--- config.mk ---
export PLATFORM = sky130hd
export DESIGN_NAME = prime_factorizer_unit
export DESIGN_NICKNAME = d
export VERILOG_FILES = /design/src/rtl/pf_pkg.sv /design/src/rtl/pf_serdiv.sv /design/src/rtl/prime_factorizer_unit.sv
export SDC_FILE = /design/constraint.sdc
export NUM_CORES = 1
export LEC_CHECK = 0
export BUFFER_PORTS_ARGS = -buffer_cell sky130_fd_sc_hd__buf_2
export CAP_MARGIN = 20
export CORE_ASPECT_RATIO = 0.9
export CORE_MARGIN = 1
export CORE_UTILIZATION = 65
export CTS_BUF_LIST = sky130_fd_sc_hd__clkbuf_16
export DETAILED_ROUTE_END_ITERATION = 10
export GPL_ROUTABILITY_DRIVEN = 0
export PLACE_DENSITY = 0.85
export SLEW_MARGIN = 15
export SYNTH_ARGS = -nofsm -noshare
export SYNTH_HDL_FRONTEND = slang
export SYNTH_SLANG_ARGS = --single-unit
export TNS_END_PERCENT = 50
--- constraint.sdc ---
create_clock -name clk -period 6.45 [get_ports clk]
set_input_delay 0.3225 -clock clk [delete_from_list [all_inputs] [get_ports clk]]
set_output_delay 0.3225 -clock clk [all_outputs]
set_load 0.1 [all_outputs]
--- src/rtl/pf_pkg.sv ---
// ----------------------------------------------------------------------------
// pf_pkg: shared types and constants of the prime factorizer
// Widths of the value path, the trial divisor and the serial divider,
// and the request/response bundles between the sequencer and the divider.
// ----------------------------------------------------------------------------
package pf_pkg;

    // Width of the signed input value
    localparam int VALUE_BITS  = 32;
    // Width of the factor result field
    localparam int FACTOR_BITS = 31;
    // Cap on the number of factor beats per input
    localparam int MAX_RESULTS = 31;
    // Trial divisor never exceeds sqrt(2^(VALUE_BITS-1)) plus a step of two
    localparam int DIV_BITS    = VALUE_BITS / 2 + 1;
    // Bit counter of the serial divider
    localparam int CNT_BITS    = $clog2(VALUE_BITS);
    // Beat counter, able to hold MAX_RESULTS itself
    localparam int K_BITS      = $clog2(MAX_RESULTS + 1);

    typedef struct packed {
        logic                  start;
        logic [VALUE_BITS-1:0] dividend;
        logic [DIV_BITS-1:0]   divisor;
    } div_req_t;

    typedef struct packed {
        logic                  done;
        logic [VALUE_BITS-1:0] quotient;
        logic [DIV_BITS-1:0]   remainder;
    } div_rsp_t;

endpackage

--- src/rtl/pf_serdiv.sv ---
// ----------------------------------------------------------------------------
// pf_serdiv: bit-serial restoring divider
// Produces one quotient bit per cycle; with the last bit the quotient and
// remainder are held and done pulses for one cycle.
// ----------------------------------------------------------------------------
module pf_serdiv
    import pf_pkg::*;
(
    input  logic     clk,
    input  logic     rst_n,
    input  div_req_t req,
    output div_rsp_t rsp
);

    logic                  busy_reg, busy_next;
    logic                  done_reg, done_next;
    logic [CNT_BITS-1:0]   cnt_reg, cnt_next;
    logic [VALUE_BITS-1:0] quo_reg, quo_next;
    logic [DIV_BITS-1:0]   rem_reg, rem_next;
    logic [DIV_BITS-1:0]   dvs_reg, dvs_next;

    logic [DIV_BITS:0]     rem_sh;
    logic [DIV_BITS+1:0]   diff;
    logic                  ge;

    // Shift in the next dividend bit and trial-subtract the divisor
    assign rem_sh = {rem_reg, quo_reg[VALUE_BITS-1]};
    assign diff   = {1'b0, rem_sh} - {2'b00, dvs_reg};
    assign ge     = ~diff[DIV_BITS+1];

    always_comb
    begin
        busy_next = busy_reg;
        done_next = 1'b0;
        cnt_next  = cnt_reg;
        quo_next  = quo_reg;
        rem_next  = rem_reg;
        dvs_next  = dvs_reg;
        if (req.start)
        begin
            busy_next = 1'b1;
            cnt_next  = '0;
            quo_next  = req.dividend;
            rem_next  = '0;
            dvs_next  = req.divisor;
        end
        else if (busy_reg)
        begin
            quo_next = {quo_reg[VALUE_BITS-2:0], ge};
            rem_next = ge ? diff[DIV_BITS-1:0] : rem_sh[DIV_BITS-1:0];
            cnt_next = cnt_reg + 1'b1;
            if (cnt_reg == CNT_BITS'(VALUE_BITS - 1))
            begin
                busy_next = 1'b0;
                done_next = 1'b1;
            end
        end
    end

    // Hold control state under reset
    always_ff @(posedge clk or negedge rst_n)
    begin
        if (!rst_n)
        begin
            busy_reg <= 1'b0;
            done_reg <= 1'b0;
            cnt_reg  <= '0;
        end
        else
        begin
            busy_reg <= busy_next;
            done_reg <= done_next;
            cnt_reg  <= cnt_next;
        end
    end

    // Datapath registers
    always_ff @(posedge clk)
    begin
        quo_reg <= quo_next;
        rem_reg <= rem_next;
        dvs_reg <= dvs_next;
    end

    assign rsp.done      = done_reg;
    assign rsp.quotient  = quo_reg;
    assign rsp.remainder = rem_reg;

endmodule

--- src/rtl/prime_factorizer_unit.sv ---
// ----------------------------------------------------------------------------
// prime_factorizer_unit: trial-division prime factorizer
// Takes one signed value and emits its prime factors in ascending order.
// ----------------------------------------------------------------------------
// Input channel: value with in_valid / in_stall. A beat is taken when in_valid
// is high and in_stall low; in_stall rises once a beat is accepted and
// stays high until the last factor of that value is in the output register.
// Output channel: factor, negative, no_factor, last with out_valid / out_stall.
// One beat per factor, with multiplicity; last marks the final beat of a value.
// A magnitude of zero or one gives a single beat with factor zero and
// no_factor set. negative is set on every beat of a negative value.
// Each trial divisor (2, then the odd numbers) costs one pass of the
// bit-serial divider and a decision when it is done. A factor found goes
// through ST_EMIT, which loads the output register before the next pass
// starts. A large prime near 2^31 needs about 23200 trials.
// While the receiver stalls, the finished beat holds in the output register
// and the sequencer waits with the next factor; no beat is lost.
// Reset (rst_n low, asynchronous) empties the output register and returns the
// sequencer to idle, ready for a new value.
// ----------------------------------------------------------------------------
module prime_factorizer_unit
    import pf_pkg::*;
(
    input  logic                   clk,
    input  logic                   rst_n,
    input  logic                   in_valid,
    output logic                   in_stall,
    input  logic signed [VALUE_BITS-1:0] value,
    output logic                   out_valid,
    input  logic                   out_stall,
    output logic [FACTOR_BITS-1:0] factor,
    output logic                   negative,
    output logic                   no_factor,
    output logic                   last
);

    typedef enum logic [2:0] {
        ST_IDLE = 3'b001,
        ST_DIV  = 3'b010,
        ST_EMIT = 3'b100
    } state_t;

    state_t                state_reg, state_next;
    logic [VALUE_BITS-1:0] n_reg, n_next;
    logic [DIV_BITS-1:0]   d_reg, d_next;
    logic [K_BITS-1:0]     k_reg, k_next;
    logic                  neg_reg, neg_next;
    logic [VALUE_BITS-1:0] pend_reg, pend_next;
    logic                  pend_nf_reg, pend_nf_next;
    logic                  pend_last_reg, pend_last_next;

    logic                   out_valid_reg, out_valid_next;
    logic [FACTOR_BITS-1:0] factor_reg, factor_next;
    logic                   negative_reg, negative_next;
    logic                   no_factor_reg, no_factor_next;
    logic                   last_reg, last_next;

    div_req_t              div_req;
    div_rsp_t              div_rsp;

    logic                  in_take;
    logic                  out_free;
    logic [VALUE_BITS-1:0] raw;
    logic [VALUE_BITS-1:0] mag;
    logic                  in_neg;

    pf_serdiv u_div (
        .clk   (clk),
        .rst_n (rst_n),
        .req   (div_req),
        .rsp   (div_rsp)
    );

    // Take the magnitude of the incoming value
    assign raw      = VALUE_BITS'(value);
    assign in_neg   = value[VALUE_BITS-1];
    assign mag      = in_neg ? (~raw + 1'b1) : raw;

    assign in_stall = (state_reg != ST_IDLE);
    assign in_take  = in_valid && !in_stall;
    assign out_free = !out_valid_reg || !out_stall;

    // Sequence trial divisions and factor beats
    always_comb
    begin
        state_next     = state_reg;
        n_next         = n_reg;
        d_next         = d_reg;
        k_next         = k_reg;
        neg_next       = neg_reg;
        pend_next      = pend_reg;
        pend_nf_next   = pend_nf_reg;
        pend_last_next = pend_last_reg;

        div_req.start    = 1'b0;
        div_req.dividend = n_reg;
        div_req.divisor  = d_reg;

        out_valid_next = out_valid_reg && out_stall;
        factor_next    = factor_reg;
        negative_next  = negative_reg;
        no_factor_next = no_factor_reg;
        last_next      = last_reg;

        case (state_reg)
            ST_IDLE:
            begin
                if (in_take)
                begin
                    neg_next = in_neg;
                    k_next   = '0;
                    if ((mag >> 1) == '0)
                    begin
                        pend_next      = '0;
                        pend_nf_next   = 1'b1;
                        pend_last_next = 1'b1;
                        state_next     = ST_EMIT;
                    end
                    else
                    begin
                        n_next           = mag;
                        d_next           = DIV_BITS'(2);
                        div_req.start    = 1'b1;
                        div_req.dividend = mag;
                        div_req.divisor  = DIV_BITS'(2);
                        state_next       = ST_DIV;
                    end
                end
            end
            ST_DIV:
            begin
                if (div_rsp.done)
                begin
                    pend_nf_next = 1'b0;
                    if (VALUE_BITS'(d_reg) <= div_rsp.quotient)
                    begin
                        if (div_rsp.remainder == '0)
                        begin
                            // Divisible: keep the quotient, report the divisor
                            n_next         = div_rsp.quotient;
                            pend_next      = VALUE_BITS'(d_reg);
                            pend_last_next = (k_reg == K_BITS'(MAX_RESULTS - 1));
                            state_next     = ST_EMIT;
                        end
                        else
                        begin
                            // Advance to the next candidate and divide again
                            d_next = (d_reg == DIV_BITS'(2)) ? DIV_BITS'(3)
                                                             : d_reg + DIV_BITS'(2);
                            div_req.start   = 1'b1;
                            div_req.divisor = d_next;
                        end
                    end
                    else
                    begin
                        // Divisor passed the square root: the rest is prime
                        pend_next      = n_reg;
                        pend_last_next = 1'b1;
                        state_next     = ST_EMIT;
                    end
                end
            end
            ST_EMIT:
            begin
                if (out_free)
                begin
                    out_valid_next = 1'b1;
                    factor_next    = FACTOR_BITS'(pend_reg);
                    negative_next  = neg_reg;
                    no_factor_next = pend_nf_reg;
                    last_next      = pend_last_reg;
                    k_next         = k_reg + 1'b1;
                    if (pend_last_reg)
                    begin
                        state_next = ST_IDLE;
                    end
                    else
                    begin
                        div_req.start = 1'b1;
                        state_next    = ST_DIV;
                    end
                end
            end
            default:
            begin
                state_next = ST_IDLE;
            end
        endcase
    end

    // Hold control state under reset
    always_ff @(posedge clk or negedge rst_n)
    begin
        if (!rst_n)
        begin
            state_reg     <= ST_IDLE;
            out_valid_reg <= 1'b0;
            k_reg         <= '0;
        end
        else
        begin
            state_reg     <= state_next;
            out_valid_reg <= out_valid_next;
            k_reg         <= k_next;
        end
    end

    // Working and output payload registers
    always_ff @(posedge clk)
    begin
        n_reg         <= n_next;
        d_reg         <= d_next;
        neg_reg       <= neg_next;
        pend_reg      <= pend_next;
        pend_nf_reg   <= pend_nf_next;
        pend_last_reg <= pend_last_next;
        factor_reg    <= factor_next;
        negative_reg  <= negative_next;
        no_factor_reg <= no_factor_next;
        last_reg      <= last_next;
    end

    assign out_valid = out_valid_reg;
    assign factor    = factor_reg;
    assign negative  = negative_reg;
    assign no_factor = no_factor_reg;
    assign last      = last_reg;

endmodule
==> impl_metrics.ini, run 1 <==
[route]
wl_mm = 27.1
viasPerCell = 6.57
firstDrtPassIters = 5
ant_nets = 0
drt_iter0_markers = 1056
drc = 0
vias = 8878
wl_per_cell_um = 20.0

[logic_synthesis]
synth_mux_area_frac = 0.0251
synth_seq_cells = 199
synth-edff-count = 166
syn_nets = 1160
yosys.area_share.simple = 0.166
yosysSeqAreaShare = 0.513
synth_compound_area_frac = 0.161
synthArstFlopShare = 0.0804
synth_top_flop_cell = edfxtp_1
syn_inst = 1083
avgSynthCellArea_um2 = 10.3
synth_xor_xnor_area_share = 0.0448
yosys.area.top_type = edfxtp_1
synth_cell_type_count = 70
synth_top_area_frac = 0.447
synth_area_um2 = 11200
synth_top_family_by_area = simple AND/OR/NAND/NOR gates
synth_warnings = 0
synth.top_cells.by_area = edfxtp_1, nor2_1, ha_1
synthAdderAreaFrac = 0.0467

[clock_network]
post-cts-setup-buffer-count = 0
h-tree-depth = 4
clock_latency_ns = 0.45
cts.clk_slew.worst_paths_ns = 0.07
cts-root-buf = clkbuf_16
cts.sinks = 199
cts_tree = yes
numCtsBuffers = 17
cts_buffer_depth = 2

[power]
switchingPower_mw = 2.12
p_int_mw = 3.23
pwr-share-comb = 0.378
power_frac_seq = 0.417
ir_drop_mv = 0.204
swShare = 0.396
powerDensity_nw_per_um2 = 433
pwr-share-clk = 0.205
power.leakage_nw = 4.75

[floorplan]
die_x_um = 140
rows = 45
core_um2 = 16800
io_pins = 72
die_area_um2 = 17700
die_h_um = 126
start_util = 0.663

[placed_design]
port_buffers = 71
dp_slack_ns = 1.50
dpl.hpwl_mm = 18.1

[min_path]
hold_path_class = input pin to flip-flop
hold_start = out_stall

[sta]
finalWorstSetupSlack_ns = 1.84
finalCritPeriodShare = 0.714
fin_crit_ns = 4.61
drv_slew = 0
fin_skew_ns = 0.0142
fmax_mhz = 217
finalSetupViolCount = 0
finalHoldViolCount = 0
rsz0062_at_grt = no
tns_ns = 0
slew_headroom = 0.306
worstMarginPinSlew_ns = 1.03

[cells_and_area]
areaGrowthSynthToFinish_pct = 10.6
diodes = 0
fin_nets = 1205
drive_above_1_share = 0.129

[grt]
use_met2 = 0.455
grtUsageMet1 = 0.464
grt_first_pass_wirelength_mm = 43.0
grt-busiest-layer = met1
grt-ovfl-total = 0
met3_usage = 0.0947
grt_antenna_before_repair = 0
grt_start_max_net_pins = 94
grt_pass1_vias = 8139
grt_usage = 0.316

[setup_path]
worstSetupEndpointType = flip-flop
crit_path_max_fanout = 34
critPathRequiredTime_ns = 6.60
crit_path_start_kind = input pin
crit_start = value[0]
regToRegStartpoint = state_reg[0]
crit_arrival_ns = 4.75
crit_type = input pin to flip-flop

[status]
status = complete, no violations

[job]
max_cap_viol_count = 0
-- power groups by stage --
stage          Clock (mW)  Sequential (mW)  Combinational [mW]
4_1_cts              1.10             2.21                1.95
6_report             1.10             2.23                2.02
5_1_grt              1.15             2.26                2.24
2_1_floorplan           0             2.10                1.54
3_5_place_dp            0             2.23                1.91
3_3_place_gp            0             2.22                1.84
-- critical path, stage by stage --
cell and delay (ns):
buf_2 0.14, nor4_1 0.65, nand4b_1 0.41, nor4_1 0.68
o22ai_1 0.19, a311oi_1 0.45, o31a_2 0.73, or3_1 0.83
buf_4 0.35
-- layout make-up --
class	instances	area [um2]
Multi-Input combinational cell	766	5000
Tap cell	211	264
Clock inverter	15	189
Fill cell	1125	4500
Inverter	57	214
Clock buffer	17	425
Sequential cell	199	5730
Timing Repair Buffer	87	518
-- synth_stat cells, types with 4 or more instances --
| library cell | number |
|---|---|
| a211oi_1 | 47 |
| a21o_1 | 19 |
| a21oi_1 | 96 |
| a31oi_1 | 5 |
| and2_1 | 11 |
| and3_1 | 26 |
| buf_1 | 5 |
| buf_2 | 6 |
| clkbuf_1 | 47 |
| dfrtp_1 | 15 |
| dfxtp_1 | 17 |
| edfxtp_1 | 166 |
| ha_1 | 40 |
| inv_1 | 57 |
| mux2i_1 | 28 |
| nand2_1 | 39 |
| nand2b_1 | 9 |
| nand3_1 | 16 |
| nand4_1 | 13 |
| nand4b_1 | 5 |
| nor2_1 | 145 |
| nor2b_1 | 6 |
| nor3_1 | 27 |
| nor3b_1 | 6 |
| nor4_1 | 22 |
| o211ai_1 | 4 |
| o21a_1 | 8 |
| o21ai_0 | 27 |
| o22ai_1 | 12 |
| o31a_1 | 6 |
| o31ai_1 | 8 |
| o41ai_1 | 5 |
| or2_2 | 5 |
| or3_1 | 18 |
| or4_1 | 9 |
| xnor2_1 | 25 |
| xor2_1 | 32 |
-- final timing paths --
kind | cells past startpoint | slack [ns] | endpoint
worst max-delay path | 9 | 1.84 | u_div.quo_reg[12]
max in group asynchronous | 2 | 5.82 | state_reg[0]
worst max register to register | 7 | 1.95 | u_div.quo_reg[12]
worst min-delay path | 3 | 0.20 | out_valid
worst min register to register | 0 | 0.42 | factor[14]
min in group asynchronous | 2 | 0.31 | u_div.cnt_reg[2]
-- placed cells by master (no fill, tap or decap), drive strengths merged, types with 12 or more instances in the layout --
cell type,Yosys,final
nand3,16,16
inv,57,66
a211oi,47,47
nor3,28,28
xor2,32,32
or3,18,18
dfrtp,15,15
xnor2,25,25
and3,26,26
dfxtp,17,17
nand4,13,13
mux2i,28,28
ha,40,40
edfxtp,166,166
buf,14,86
a21oi,96,96
nor4,22,22
nor2,146,146
nand2,40,40
clkbuf,47,17
o22ai,12,12
o21ai,28,28
a21o,19,19
-- what timing repair did --
| action | 4_1_cts | 5_1_grt |
|---|---|---|
| hold buffers | 1 | 0 |
| hold endpoints to repair | 15 | 0 |
| resized for setup | 0 | 0 |
-- metrics by stage --
step	total power, mW	hold WS (ns)	utilization	cell area (um2)	instances
final	5.35	0.203	0.733	12300	1352
after global routing	5.64	0.229	0.733	12300	1352
after CTS	5.26	0.187	0.729	12300	1350
after detailed placement	4.15	0.258	0.692	11700	1317
after global placement	4.06	0.256	0.692	11700	1317
after floorplan	3.64	0.0269	-	11200	1083
-- logic make-up after synthesis --
group | Yosys count
buffers and inverters | 118
and+or+nand+nor | 369
adders and majority gates | 41
muxes | 28
xor gates and xnor gates | 57
AOI/OAI and AO/OA | 271
DFF | 199
-- per-layer routing --
| metal | wire length (um) | vias to the layer above | part of all wire |
|---|---|---|---|
| met5 | 0 | - | 0 |
| met4 | 448 | 0 | 0.017 |
| met3 | 3080 | 40 | 0.11 |
| met2 | 11800 | 525 | 0.44 |
| met1 | 11700 | 4185 | 0.43 |
| li1 | - | 4128 | - |
(Power assumes the default switching activity.)
==> inputs of run 2 (changes only) <==
- CORE_UTILIZATION: 65 -> 61
- PLACE_DENSITY: 0.85 -> 0.8
- clock period: 6.45 -> 4.5 ns (I/O delays scaled with it)
==> run 2 against run 1 <==
  * Count of clock-buffer cells in the layout unchanged
  * Sequential power up 42%
  * First-iteration DRC count down 3.6%
  * Non-clock buffer count up 16
  * Core utilization down 2.9 points
  * Combinational power up 43%
  * Largest cell class unchanged
==> impl_metrics.ini, run 2 (synthesis gave the netlist of run 1 again) <==
[route]
viasPerCell = 6.30
firstDrtPassIters = 6
drt_iter0_markers = 1018
ant_nets = 0
wl_per_cell_um = 18.8
drc = 0
vias = 8804
wl_mm = 26.2

[floorplan]
io_pins = 72
die_x_um = 145
die_h_um = 130
rows = 46
start_util = 0.627
core_um2 = 17800
die_area_um2 = 18800

[clock_network]
clock_latency_ns = 0.44
h-tree-depth = 4
cts-root-buf = clkbuf_16
cts.clk_slew.worst_paths_ns = 0.08
numCtsBuffers = 17
cts_resized = 0
post-cts-setup-buffer-count = 0
cts_tree = yes
postCtsHoldBufs = 1
cts_buffer_depth = 2
cts.sinks = 199

[power]
powerDensity_nw_per_um2 = 605
ir_drop_mv = 0.295
swShare = 0.387
pwr-share-clk = 0.202
p_int_mw = 4.65
pwr-share-comb = 0.380
power_mw = 7.57
power.leakage_nw = 4.84
power_frac_seq = 0.418
switchingPower_mw = 2.93

[sta]
fin_crit_ns = 3.99
slew_headroom = 0.493
holdWs_ns = 0.132
worstMarginPinSlew_ns = 0.760
fmax_mhz = 251
rsz0062_at_grt = no
finalSetupViolCount = 0
finalCritPeriodShare = 0.886
drv_slew = 0
fin_skew_ns = 0.0115
finalWorstSetupSlack_ns = 0.512
finalHoldViolCount = 0

[setup_path]
crit_arrival_ns = 4.13
crit_path_start_kind = input pin
slowest_stage = or4_4
critPathRequiredTime_ns = 4.64
crit_start = value[0]
worstPathCellList = buf_2, inv_1, ha_1, or3b_1, or4_4, nor4_1, o21ai_0, a2111oi_2, nand4b_1, nor3_2, nand3_1, a21oi_2, buf_12
crit_type = input pin to flip-flop
crit_path_max_fanout = 32
regToRegStartpoint = u_div.quo_reg[31]
slowest_delay_ns = 0.62
worstSetupEndpointType = flip-flop

[min_path]
hold_path_class = input pin to flip-flop
hold_start = out_stall

[grt]
grt-ovfl-total = 0
grt_first_pass_wirelength_mm = 40.5
grt_start_max_net_pins = 75
grt_pass1_vias = 7468
grt_usage = 0.287
grt_antenna_before_repair = 1

[cells_and_area]
drive_above_1_share = 0.141
fin_util = 0.704
final_common_cell = edfxtp_1
areaGrowthSynthToFinish_pct = 12.2
diodes = 0
final_cell_mix = edfxtp_1, nor2_1, a21oi_1
final_cell_count_no_fill = 1397
fillers = 1277
fin_nets = 1221

[placed_design]
port_buffers = 71
dpl.cell_count = 1363
dpl.hpwl_mm = 18.7
dp_slack_ns = 0.170

[job]
max_cap_viol_count = 0

[status]
status = complete, no violations
run 2: cell types whose count changed in the layout (fill, tap and decap cells not counted), sizes merged:
cell,before,now
clkinv,5,7
buf,86,102
inv,66,64
run 2: layout make-up:
type | count | area, um2 | share of cell area
clock inverter | 15 | 193 | 0.0154
tap | 240 | 300 | 0.0240
sequential | 199 | 5730 | 0.457
multi-input combinational | 766 | 5000 | 0.399
clock buffer | 17 | 425 | 0.0340
timing repair buffer | 103 | 663 | 0.0530
inverter | 57 | 214 | 0.0171
run 2: layer usage:
layer	vias up	wire length, um	GRT usage
li1	4168	-	-
met1	4111	11800	0.438
met2	492	11200	0.405
met3	31	2820	0.0756
met4	2	382	0.0693
met5	-	13	0
run 2: path summary, 6_finish.rpt:
check | end | slack [ns] | depth (start not counted)
max in group asynchronous | state_reg[0] | 3.96 | 2
worst max register to register | u_div.rem_reg[3] | 0.89 | 12
worst min register to register | factor[27] | 0.42 | 0
worst min-delay path | out_valid | 0.13 | 3
worst max-delay path | pend_reg[0] | 0.51 | 13
min in group asynchronous | state_reg[1] | 0.23 | 2
run 2: metrics by stage:
stage	setup TNS (ns)	cell area [um2]
5_1_grt	0	12500
4_1_cts	0	12500
6_report	0	12500
2_1_floorplan	-7.63	11200
3_5_place_dp	0	11900
3_3_place_gp	0	11800
run 2: critical path: cells and delay by family:
kind / cells / cell delay [ns]
and+or+nand+nor: 6 / 2.44
adders and majority gates: 1 / 0.22
buffers and inverters: 3 / 0.44
AOI/OAI and AO/OA: 3 / 0.78
run 2: power groups by stage:
stage	clock (mW)	combinational [mW]	sequential, mW
CTS	1.55	2.82	3.15
detailed placement	0	2.79	3.19
global placement	0	2.70	3.17
finish	1.53	2.88	3.17
floorplan	0	2.22	3.00
global route	1.61	3.21	3.22
